==> config.mk <==
export PLATFORM = sky130hd
export DESIGN_NAME = bouncing_sprite_motion
export DESIGN_NICKNAME = d
export VERILOG_FILES = /design/src/rtl/bsm_pkg.sv /design/src/rtl/bsm_cfg.sv /design/src/rtl/bsm_axis.sv /design/src/rtl/bsm_color.sv /design/src/rtl/bouncing_sprite_motion.sv
export SDC_FILE = /design/constraint.sdc
export NUM_CORES = 1
export LEC_CHECK = 0
export BUFFER_PORTS_ARGS = -buffer_cell sky130_fd_sc_hd__buf_4
export CAP_MARGIN = 20
export CORE_MARGIN = 8
export CORE_UTILIZATION = 50
export DETAILED_ROUTE_END_ITERATION = 8
export GPL_TIMING_DRIVEN = 0
export PLACE_DENSITY = 0.69
export SYNTH_ARGS = -nofsm -noshare
export SYNTH_HDL_FRONTEND = slang
export SYNTH_SLANG_ARGS = --single-unit
==> constraint.sdc <==
create_clock -name clk -period 10.1 [get_ports clk]
set_clock_uncertainty 0.1 [all_clocks]
set_input_delay 1.01 -clock clk [delete_from_list [all_inputs] [get_ports clk]]
set_output_delay 1.01 -clock clk [all_outputs]
set_load 0.01 [all_outputs]
==> src/rtl/bsm_pkg.sv <==
`timescale 1ns / 1ps
// ----------------------------------------------------------------------------
// bsm_pkg: shared types for the bouncing sprite motion block
// Request payloads, configuration register set and register indexes.
// ----------------------------------------------------------------------------
package bsm_pkg;

  localparam int CfgAddrWidth = 5;

  typedef enum logic [2:0] {
    REG_LIMIT_X      = 3'd0,
    REG_LIMIT_Y      = 3'd1,
    REG_START_X      = 3'd2,
    REG_START_Y      = 3'd3,
    REG_START_VEL_X  = 3'd4,
    REG_START_VEL_Y  = 3'd5,
    REG_START_COLOR  = 3'd6,
    REG_FLASH_FRAMES = 3'd7
  } reg_idx_t;

  localparam logic [11:0] RstLimitX      = 12'd1600;
  localparam logic [11:0] RstLimitY      = 12'd810;
  localparam logic [11:0] RstStartX      = 12'd0;
  localparam logic [11:0] RstStartY      = 12'd0;
  localparam logic [11:0] RstStartVelX   = 12'd34;
  localparam logic [11:0] RstStartVelY   = 12'd34;
  localparam logic [2:0]  RstStartColor  = 3'd0;
  localparam logic [7:0]  RstFlashFrames = 8'd30;

  typedef struct packed {
    logic [11:0] limit_x;
    logic [11:0] limit_y;
    logic [11:0] start_x;
    logic [11:0] start_y;
    logic [11:0] start_vel_x;
    logic [11:0] start_vel_y;
    logic [2:0]  start_color;
    logic [7:0]  flash_frames;
  } cfg_t;

  typedef struct packed {
    logic       restart;
    logic [2:0] random_pick;
  } in_item_t;

  typedef struct packed {
    logic [11:0] pos_x;
    logic [11:0] pos_y;
    logic [3:0]  image_slot;
    logic        bounced_x;
    logic        bounced_y;
    logic        corner_hit;
  } out_item_t;

endpackage

==> src/rtl/bsm_cfg.sv <==
`timescale 1ns / 1ps
// ----------------------------------------------------------------------------
// bsm_cfg: configuration register file
// APB-style write/read access to the eight motion registers.
// ----------------------------------------------------------------------------
module bsm_cfg
  import bsm_pkg::*;
(
  input  logic                    clk,
  input  logic                    rst_n,
  input  logic                    psel,
  input  logic                    penable,
  input  logic                    pwrite,
  input  logic [CfgAddrWidth-1:0] paddr,
  input  logic [31:0]             pwdata,
  output logic [31:0]             prdata,
  output logic                    pready,
  output cfg_t                    cfg
);

  cfg_t     cfg_r;
  reg_idx_t idx;
  logic     wr_en;

  assign pready = 1'b1;
  assign idx    = reg_idx_t'(paddr[CfgAddrWidth-1:2]);
  assign wr_en  = psel && penable && pwrite && pready;
  assign cfg    = cfg_r;

  always_ff @(posedge clk) begin
    if (!rst_n) begin
      cfg_r.limit_x      <= RstLimitX;
      cfg_r.limit_y      <= RstLimitY;
      cfg_r.start_x      <= RstStartX;
      cfg_r.start_y      <= RstStartY;
      cfg_r.start_vel_x  <= RstStartVelX;
      cfg_r.start_vel_y  <= RstStartVelY;
      cfg_r.start_color  <= RstStartColor;
      cfg_r.flash_frames <= RstFlashFrames;
    end else if (wr_en) begin
      case (idx)
        REG_LIMIT_X:      cfg_r.limit_x      <= pwdata[11:0];
        REG_LIMIT_Y:      cfg_r.limit_y      <= pwdata[11:0];
        REG_START_X:      cfg_r.start_x      <= pwdata[11:0];
        REG_START_Y:      cfg_r.start_y      <= pwdata[11:0];
        REG_START_VEL_X:  cfg_r.start_vel_x  <= pwdata[11:0];
        REG_START_VEL_Y:  cfg_r.start_vel_y  <= pwdata[11:0];
        REG_START_COLOR:  cfg_r.start_color  <= pwdata[2:0];
        REG_FLASH_FRAMES: cfg_r.flash_frames <= pwdata[7:0];
        default: ;
      endcase
    end
  end

  always_comb begin
    case (idx)
      REG_LIMIT_X:      prdata = {20'd0, cfg_r.limit_x};
      REG_LIMIT_Y:      prdata = {20'd0, cfg_r.limit_y};
      REG_START_X:      prdata = {20'd0, cfg_r.start_x};
      REG_START_Y:      prdata = {20'd0, cfg_r.start_y};
      REG_START_VEL_X:  prdata = {20'd0, cfg_r.start_vel_x};
      REG_START_VEL_Y:  prdata = {20'd0, cfg_r.start_vel_y};
      REG_START_COLOR:  prdata = {29'd0, cfg_r.start_color};
      REG_FLASH_FRAMES: prdata = {24'd0, cfg_r.flash_frames};
      default:          prdata = 32'd0;
    endcase
  end

endmodule

==> src/rtl/bsm_axis.sv <==
`timescale 1ns / 1ps
// ----------------------------------------------------------------------------
// bsm_axis: one axis of sprite motion
// Adds velocity to position, clamps at 0 or the limit and reflects velocity.
// ----------------------------------------------------------------------------
module bsm_axis #(
  parameter int FRACTION_BITS = 4
) (
  input  logic [12+FRACTION_BITS-1:0] pos_i,
  input  logic signed [10:0]          vel_i,
  input  logic [11:0]                 limit,
  output logic [12+FRACTION_BITS-1:0] pos_o,
  output logic signed [10:0]          vel_o,
  output logic                        hit
);

  localparam int PW = 12 + FRACTION_BITS;

  logic [PW-1:0]          lim;
  logic signed [PW+1:0]   sum;
  logic signed [10:0]     vel_abs;
  logic                   hit_lo;
  logic                   hit_hi;

  assign lim     = PW'(limit) << FRACTION_BITS;
  assign sum     = $signed({2'b00, pos_i}) + (PW+2)'(vel_i);
  assign vel_abs = vel_i[10] ? -vel_i : vel_i;
  assign hit_lo  = (sum <= 0);
  assign hit_hi  = !hit_lo && (sum >= $signed({2'b00, lim}));
  assign hit     = hit_lo || hit_hi;

  always_comb begin
    if (hit_lo) begin
      pos_o = '0;
      vel_o = vel_abs;
    end else if (hit_hi) begin
      pos_o = lim;
      vel_o = -vel_abs;
    end else begin
      pos_o = sum[PW-1:0];
      vel_o = vel_i;
    end
  end

endmodule

==> src/rtl/bsm_color.sv <==
`timescale 1ns / 1ps
// ----------------------------------------------------------------------------
// bsm_color: palette index selection
// New color on a bounce skipping the current one; start color reduction.
// ----------------------------------------------------------------------------
module bsm_color #(
  parameter int PALETTE_COUNT = 8
) (
  input  logic [$clog2(PALETTE_COUNT)-1:0] cur,
  input  logic [2:0]                       random_pick,
  input  logic [2:0]                       start_color,
  output logic [$clog2(PALETTE_COUNT)-1:0] picked,
  output logic [$clog2(PALETTE_COUNT)-1:0] start_idx
);

  localparam int CW = $clog2(PALETTE_COUNT);
  localparam logic [4:0] PalCnt  = 5'(PALETTE_COUNT);
  localparam logic [4:0] PickCnt = 5'(PALETTE_COUNT - 1);

  logic [2:0]    rmod;
  logic [2:0]    smod;
  logic [CW-1:0] c;

  // operands are 3 bits, so at most seven subtract steps
  always_comb begin
    rmod = random_pick;
    smod = start_color;
    for (int i = 0; i < 7; i++) begin
      if (5'(rmod) >= PickCnt) rmod = rmod - PickCnt[2:0];
      if (5'(smod) >= PalCnt)  smod = smod - PalCnt[2:0];
    end
    c = CW'(rmod);
    if (c >= cur) c = c + 1'b1;
    picked    = c;
    start_idx = CW'(smod);
  end

endmodule

==> src/rtl/bouncing_sprite_motion.sv <==
`timescale 1ns / 1ps
// ----------------------------------------------------------------------------
// bouncing_sprite_motion: frame-tick sprite motion with edge bounce
// Fixed-point position update, bounce color change and corner flash.
//
//   channel | direction | handshake            | payload
//   --------+-----------+----------------------+-------------------
//   in      | input     | in_valid / in_ready  | in_data  (restart, random_pick)
//   out     | output    | out_valid / out_ready| out_data (position, slot, flags)
//   cfg     | input     | psel/penable/pready  | paddr, pwdata, prdata
//
// One request per clock sustained while out_ready is high; an accepted
// request passes the input register, then the result register. The motion
// state loop (add, clamp, color pick, flash count) closes between the two.
// Synchronous reset clears state to zero and loads register defaults.
// A stalled result holds in the output register while one more request
// waits in the input register.
// ----------------------------------------------------------------------------
module bouncing_sprite_motion
  import bsm_pkg::*;
#(
  parameter int PALETTE_COUNT = 8,
  parameter int FRACTION_BITS = 4
) (
  input  logic                    clk,
  input  logic                    rst_n,
  input  logic                    in_valid,
  output logic                    in_ready,
  input  in_item_t                in_data,
  output logic                    out_valid,
  input  logic                    out_ready,
  output out_item_t               out_data,
  input  logic                    psel,
  input  logic                    penable,
  input  logic                    pwrite,
  input  logic [CfgAddrWidth-1:0] paddr,
  input  logic [31:0]             pwdata,
  output logic [31:0]             prdata,
  output logic                    pready
);

  localparam int PW = 12 + FRACTION_BITS;
  localparam int CW = $clog2(PALETTE_COUNT);
  localparam logic [4:0] FlashSlot = 5'(PALETTE_COUNT);

  cfg_t cfg;

  in_item_t  in_r;
  logic      in_vld_r;
  out_item_t out_r;
  logic      out_vld_r;

  logic [PW-1:0]      pos_x_r, pos_x_nxt, pos_y_r, pos_y_nxt;
  logic signed [10:0] vel_x_r, vel_x_nxt, vel_y_r, vel_y_nxt;
  logic [CW-1:0]      color_r, color_nxt;
  logic [7:0]         flash_r, flash_nxt;

  logic [PW-1:0]      mv_pos_x, mv_pos_y;
  logic signed [10:0] mv_vel_x, mv_vel_y;
  logic               hit_x, hit_y;
  logic [CW-1:0]      picked, start_idx;
  logic [7:0]         flash_mid;
  logic [3:0]         slot;
  logic               adv;

  function automatic logic signed [10:0] sat_vel(input logic [11:0] v);
    logic signed [11:0] s;
    s = $signed(v);
    if (s > 12'sd1023) return 11'sd1023;
    else if (s < -12'sd1023) return -11'sd1023;
    else return s[10:0];
  endfunction

  bsm_cfg u_cfg (
    .clk     (clk),
    .rst_n   (rst_n),
    .psel    (psel),
    .penable (penable),
    .pwrite  (pwrite),
    .paddr   (paddr),
    .pwdata  (pwdata),
    .prdata  (prdata),
    .pready  (pready),
    .cfg     (cfg)
  );

  bsm_axis #(.FRACTION_BITS(FRACTION_BITS)) u_axis_x (
    .pos_i (pos_x_r),
    .vel_i (vel_x_r),
    .limit (cfg.limit_x),
    .pos_o (mv_pos_x),
    .vel_o (mv_vel_x),
    .hit   (hit_x)
  );

  bsm_axis #(.FRACTION_BITS(FRACTION_BITS)) u_axis_y (
    .pos_i (pos_y_r),
    .vel_i (vel_y_r),
    .limit (cfg.limit_y),
    .pos_o (mv_pos_y),
    .vel_o (mv_vel_y),
    .hit   (hit_y)
  );

  bsm_color #(.PALETTE_COUNT(PALETTE_COUNT)) u_color (
    .cur         (color_r),
    .random_pick (in_r.random_pick),
    .start_color (cfg.start_color),
    .picked      (picked),
    .start_idx   (start_idx)
  );

  assign adv       = in_vld_r && (!out_vld_r || out_ready);
  assign in_ready  = !in_vld_r || adv;
  assign out_valid = out_vld_r;
  assign out_data  = out_r;

  always_comb begin
    flash_mid = (hit_x && hit_y) ? cfg.flash_frames : flash_r;
    if (in_r.restart) begin
      pos_x_nxt = PW'(cfg.start_x) << FRACTION_BITS;
      pos_y_nxt = PW'(cfg.start_y) << FRACTION_BITS;
      vel_x_nxt = sat_vel(cfg.start_vel_x);
      vel_y_nxt = sat_vel(cfg.start_vel_y);
      color_nxt = start_idx;
      flash_nxt = '0;
      slot      = 4'(start_idx);
    end else begin
      pos_x_nxt = mv_pos_x;
      pos_y_nxt = mv_pos_y;
      vel_x_nxt = mv_vel_x;
      vel_y_nxt = mv_vel_y;
      color_nxt = (hit_x || hit_y) ? picked : color_r;
      if (flash_mid != 8'd0) begin
        flash_nxt = flash_mid - 8'd1;
        slot      = FlashSlot[3:0];
      end else begin
        flash_nxt = flash_mid;
        slot      = 4'(color_nxt);
      end
    end
  end

  always_ff @(posedge clk) begin
    if (!rst_n) begin
      in_vld_r  <= 1'b0;
      out_vld_r <= 1'b0;
      pos_x_r   <= '0;
      pos_y_r   <= '0;
      vel_x_r   <= '0;
      vel_y_r   <= '0;
      color_r   <= '0;
      flash_r   <= '0;
    end else begin
      if (in_ready) in_vld_r <= in_valid;
      if (adv) begin
        out_vld_r <= 1'b1;
        pos_x_r   <= pos_x_nxt;
        pos_y_r   <= pos_y_nxt;
        vel_x_r   <= vel_x_nxt;
        vel_y_r   <= vel_y_nxt;
        color_r   <= color_nxt;
        flash_r   <= flash_nxt;
      end else if (out_ready) begin
        out_vld_r <= 1'b0;
      end
    end
  end

  always_ff @(posedge clk) begin
    if (in_ready && in_valid) in_r <= in_data;
    if (adv) begin
      out_r.pos_x      <= 12'(pos_x_nxt >> FRACTION_BITS);
      out_r.pos_y      <= 12'(pos_y_nxt >> FRACTION_BITS);
      out_r.image_slot <= slot;
      out_r.bounced_x  <= !in_r.restart && hit_x;
      out_r.bounced_y  <= !in_r.restart && hit_y;
      out_r.corner_hit <= !in_r.restart && hit_x && hit_y;
    end
  end

endmodule

==> flow_metrics.tcl, run 1 <==
set metrics [dict create \
    critPathMostFrequentCell "ha_1" \
    synth-seq-cells 185 \
    max_slew.worst_pin.slew_ps 942 \
    grt_use_total_pct 28.2 \
    grt_max_degree 32 \
    cp-start-kind "flop" \
    drive_above_1_share_pct 11.5 \
    setup_violations 0 \
    crit_required_ps 10240 \
    outcome "completed" \
    synthMuxAreaShare_pct 4.94 \
    synthAdderAreaFrac_pct 7.67 \
    clk_latency_ps 450 \
    ys_seq_area_share_pct 29.9 \
    start_util_pct 50.7 \
    critPathCaptureType "flop" \
    hold_viol 0 \
    die_h_um 181 \
    path_buf_inv 12 \
    yosys_warnings 0 \
    io-pin-count 114 \
    grt_pass1_wl_um 73100 \
    ant_nets 0 \
    min-delay-start "pos_x_r[5]" \
    fin_setup_tns_ps 0 \
    area_growth_pct 12.2 \
    cts_max_level 4 \
    tritoncts "built" \
    post_drt_wl_per_cell_um 22.0 \
    startpoint "in_r[1]" \
    vias 13300 \
    synth_cell_types 104 \
    fmax_ghz 0.107 \
    avgSynthCellArea_um2 8.09 \
    synth-edff-count 35 \
    synth_top_family_by_area "compound AO/OA/AOI/OAI gates" \
    yosysTopAreaCell "dfxtp_1" \
    synth_top_area_share_pct 22.1 \
    cts_made_buffers 17 \
    cts_sinks 185 \
    relSlewSlack_pct 37.2 \
    clock_path_buffers 2 \
    synthCells 1678 \
    chipWidth_um 181 \
    synth_flop_cell "dfxtp_1" \
    wl_um 47100 \
    fin_crit_sh_pct 92.6 \
    place.port_buffers 63 \
    peakVddDrop_mv 0.106 \
    fin_hold_ws_ps 366 \
    first_global_vias 12489 \
    total_leakage_power_nw 6.04 \
    ys_async_sr_fraction_pct 0 \
    critPathArrivalTime_ps 9500 \
    yosys-top-cells-area "dfxtp_1 22%, edfxtp_1 7.7%, ha_1 7.4%, nand2_1 7.0%, a21oi_1 4.2%" \
    p_per_area_mw_per_mm2 159 \
    slew_violations 0 \
    root_buffer "clkbuf_16" \
    synthTopCellsByCount "252 x nand2_1, 150 x dfxtp_1, 114 x a21oi_1" \
    yosys.area_share.simple_pct 20.2 \
    post-synth-top-count-cell "nand2_1" \
    cp_max_fo 10 \
    synth_compound_area_share_pct 26.7 \
    diodes 0 \
    fin_crit_ps 9350 \
    die_area_mm2 0.0327 \
    drtIter0Drc 1320 \
    hp-class "reg -> reg" \
    antenna_found_initial 1 \
    synth_xor_xnor_area_share_pct 4.25 \
    r2r-start "in_r[1]" \
    vias_per_cell 6.21 \
    core_mm2 0.0268 \
    path_clk_slew_ps 80 \
    nNetsFinal 1917 \
    critPathSlowestCell "edfxtp_1" \
    drtPass1Iterations 7 \
    gp_congestion 0.988 \
    cp_top_family "compound AO/OA/AOI/OAI gates" \
    post-dp-hpwl_um 36800 \
    grt-ovfl-total 0 \
    rows 60 \
    slowest_delay_ps 440 \
    crit_type "reg -> reg" \
    drv_cap 0 \
    synth_area_mm2 0.0136 \
    route.detailed.drc 0 \
]
==> metrics by stage <==
stage | utilization [%] | power, W | cells | worst slack (ps) | instance area (um^2)
global route | 56.9 | 0.00254 | 2141 | -58.0 | 15200
finish | 56.9 | 0.00242 | 2141 | 748 | 15200
global placement | 54.3 | 0.00169 | 2101 | 436 | 14600
detailed placement | 54.4 | 0.00171 | 2102 | 169 | 14600
floorplan | - | 0.00148 | 1697 | 1460 | 13700
CTS | 56.5 | 0.00239 | 2134 | 128 | 15200
==> sequential cells by signal (all words and copies together), names as in the netlist <==
register and cells:
vel_x_r 11, in_vld_r 1, in_r 4, u_cfg.cfg 83, pos_y_r 16, flash_r 8
out_data 31, pos_x_r 16, out_valid 1, color_r 3, vel_y_r 11
==> logic make-up after synthesis <==
logic type / Yosys count
AOI/OAI and AO/OA: 521
xor gates and xnor gates: 65
adders and majority gates: 82
buffers and inverters: 192
DFF: 185
muxes: 62
other: 2
and+or+nand+nor: 569
==> worst min-delay path: stages, from the launching register on <==
cell	delay (ps)
dfxtp_1	320
nand2_1	50
a21boi_1	50
==> power breakdown <==
group	switching, W	internal (W)	total (W)
combinational	0.000547	0.000359	0.000906
clock	0.000341	0.000352	0.000693
sequential	0.0000319	0.000788	0.000820
==> final cells by class <==
cell class                      count  area [um^2]
Sequential cell                   185         4050
Timing Repair Buffer               72          553
Inverter                           77          293
Buffer                            114          571
Multi-Input combinational cell   1320         8770
Fill cell                        2550        11600
Tap cell                          341          427
Clock buffer                       18          429
Clock inverter                     14          150
==> placed cells by master (no fill, tap or decap), types with 46 or more instances in the layout <==
| cell type | Yosys | final |
|---|---|---|
| a21oi_1 | 114 | 114 |
| a21boi_0 | 56 | 56 |
| o21ai_0 | 89 | 89 |
| buf_4 | 26 | 97 |
| ha_1 | 80 | 78 |
| inv_1 | 71 | 71 |
| mux2i_1 | 52 | 52 |
| dfxtp_1 | 150 | 150 |
| clkbuf_1 | 63 | 62 |
| nand2_1 | 252 | 252 |
| nor2b_1 | 46 | 46 |
| nor2_1 | 88 | 88 |
==> layer usage <==
layer / routed length, um / up-vias / GRT usage [%]
met1: 21100 / 6384 / 39.2
met5: 11 / - / 0
met2: 20500 / 595 / 43.4
li1: - / 6251 / -
met4: 819 / 2 / 6.78
met3: 4620 / 68 / 6.40
==> final timing paths <==
path              cells after the start  slack [ps]           to
setup / recovery                     49         750  out_data[4]
hold / removal                        2         370   pos_x_r[5]
setup reg to reg                     49         750  out_data[4]
hold reg to reg                       2         370   pos_x_r[5]
==> what timing repair did <==
| action | CTS | global route |
|---|---|---|
| hold buffers | 0 | 0 |
| buffers inserted | 0 | 8 |
| gates resized for setup | 0 | 8 |
| endpoints found under the setup margin | 0 | 6 |
(Power assumes the default switching activity.)
==> run 2: changes to the inputs <==
--- a/config.mk
+++ b/config.mk
@@ -12,6 +12,7 @@
 export DETAILED_ROUTE_END_ITERATION = 8
 export GPL_TIMING_DRIVEN = 0
 export PLACE_DENSITY = 0.69
+export RECOVER_POWER = 50
 export SYNTH_ARGS = -nofsm -noshare
 export SYNTH_HDL_FRONTEND = slang
 export SYNTH_SLANG_ARGS = --single-unit
==> flow_metrics.tcl, run 2 (same netlist as run 1, synthesis figures left out) <==
set metrics [dict create \
    drtIter0Drc 1229 \
    cts_sinks 185 \
    drive_above_1_share_pct 9.61 \
    fin_crit_sh_pct 92.6 \
    area_growth_pct 11.3 \
    largest_register_ffs 83 \
    root_buffer "clkbuf_16" \
    nFillCells 2558 \
    diodes 0 \
    grt-ovfl-total 0 \
    path_clk_slew_ps 80 \
    wl_um 47100 \
    ant_nets 0 \
    die_h_um 181 \
    cp-start-kind "flop" \
    fmax_ghz 0.107 \
    crit_required_ps 10240 \
    place.port_buffers 63 \
    critPathSlowestCell "edfxtp_1" \
    cts_max_level 4 \
    final_util_pct 56.4 \
    outcome "completed" \
    finalNonFillerCells 2141 \
    gp_congestion 0.988 \
    critPathArrivalTime_ps 9490 \
    clk_latency_ps 450 \
    die_area_mm2 0.0327 \
    chipWidth_um 181 \
    drv_cap 0 \
    rows 60 \
    fin_crit_ps 9350 \
    grt_pass1_wl_um 73100 \
    core_mm2 0.0268 \
    hp-class "reg -> reg" \
    max_slew.worst_pin.slew_ps 939 \
    post-dp-hpwl_um 36800 \
    critPathCaptureType "flop" \
    p_per_area_mw_per_mm2 160 \
    slew_violations 0 \
    ctsHoldBuffers 0 \
    io-pin-count 114 \
    fin_setup_tns_ps 0 \
    total_leakage_power_nw 5.91 \
    slowest_delay_ps 450 \
    crit_type "reg -> reg" \
    seqCellArea_mm2 0.00405 \
    grt_max_degree 32 \
    routed.top_layer "met5" \
    route.met3.wl_um 4540 \
    vias_per_cell 6.19 \
    clock_path_buffers 2 \
    post_drt_wl_per_cell_um 22.0 \
    hold_viol 0 \
    start_util_pct 50.7 \
    antenna_found_initial 1 \
    grt_use_total_pct 28.2 \
    final_common_cell "nand2_1" \
    peakVddDrop_mv 0.106 \
    multi_input_area_mm2 0.00877 \
    route.detailed.drc 0 \
    critPathMostFrequentCell "ha_1" \
    wl_met2_um 20500 \
    first_global_vias 12489 \
    layout_common_cells "252 x nand2_1, 150 x dfxtp_1, 114 x a21oi_1, 99 x clkbuf_1, 89 x o21ai_0" \
    tritoncts "built" \
    setup_violations 0 \
    vias 13261 \
    cp_max_fo 10 \
    wl_met1_um 21300 \
    dp.cells 2102 \
    relSlewSlack_pct 37.4 \
    nNetsFinal 1917 \
    drtPass1Iterations 6 \
    cts_made_buffers 17 \
]
[run 2: cell count changes in the layout (fill, tap and decap cells not counted), sizes merged]
cell	before	now
buf	123	82
clkbuf	81	122
[run 2: path summary, 6_finish.rpt]
path	slack [ps]	start	endpoint	cells past startpoint
setup / recovery	750	in_r[1]	out_data[4]	49
hold / removal	370	pos_x_r[5]	pos_x_r[5]	2
setup reg to reg	750	in_r[1]	out_data[4]	49
hold reg to reg	370	pos_x_r[5]	pos_x_r[5]	2
[run 2: area by class of cell]
class                           instances  share of cell area, %
Clock inverter                         14                  0.993
Tap cell                              341                   2.82
Buffer                                114                   3.77
Inverter                               77                   1.94
Timing Repair Buffer                   72                   2.84
Clock buffer                           18                   2.84
Multi-Input combinational cell       1320                   58.0
Sequential cell                       185                   26.8
[run 2: critical path, delay by kind of cell, from the launching register on]
family,cells,cell delay (ps)
fa+ha+maj,14,2910
mux,1,160
compound gates,14,2940
xor+xnor,1,180
simple gates,7,860
buf+inv,12,1580
flops,1,450
[run 2: metrics by stage]
stage          total power [W]  hold slack (ps)  cell area [um^2]  worst slack [ps]
6_report               0.00241              365             15100               749
5_1_grt                0.00254              388             15100             -58.0
3_3_place_gp           0.00169              349             14600               436
4_1_cts                0.00239              362             15200               128
2_1_floorplan          0.00148              339             13700              1460
3_5_place_dp           0.00171              351             14600               169
[run 2: timing repair]
| item | in CTS | in global routing |
|---|---|---|
| resized for setup | 0 | 8 |
| setup buffers | 0 | 8 |
| endpoints found under the setup margin | 0 | 6 |
[run 2: layer usage]
metal / vias to the layer above / GRT usage (%)
met3: 64 / 6.40
met4: 2 / 6.78
li1: 6250 / -
met1: 6350 / 39.2
met2: 595 / 43.4
met5: - / 0
[run 2: power by group]
part	internal, W	switching [W]	total (W)
logic	0.000352	0.000547	0.000899
registers	0.000788	0.0000318	0.000820
clock network	0.000352	0.000340	0.000693
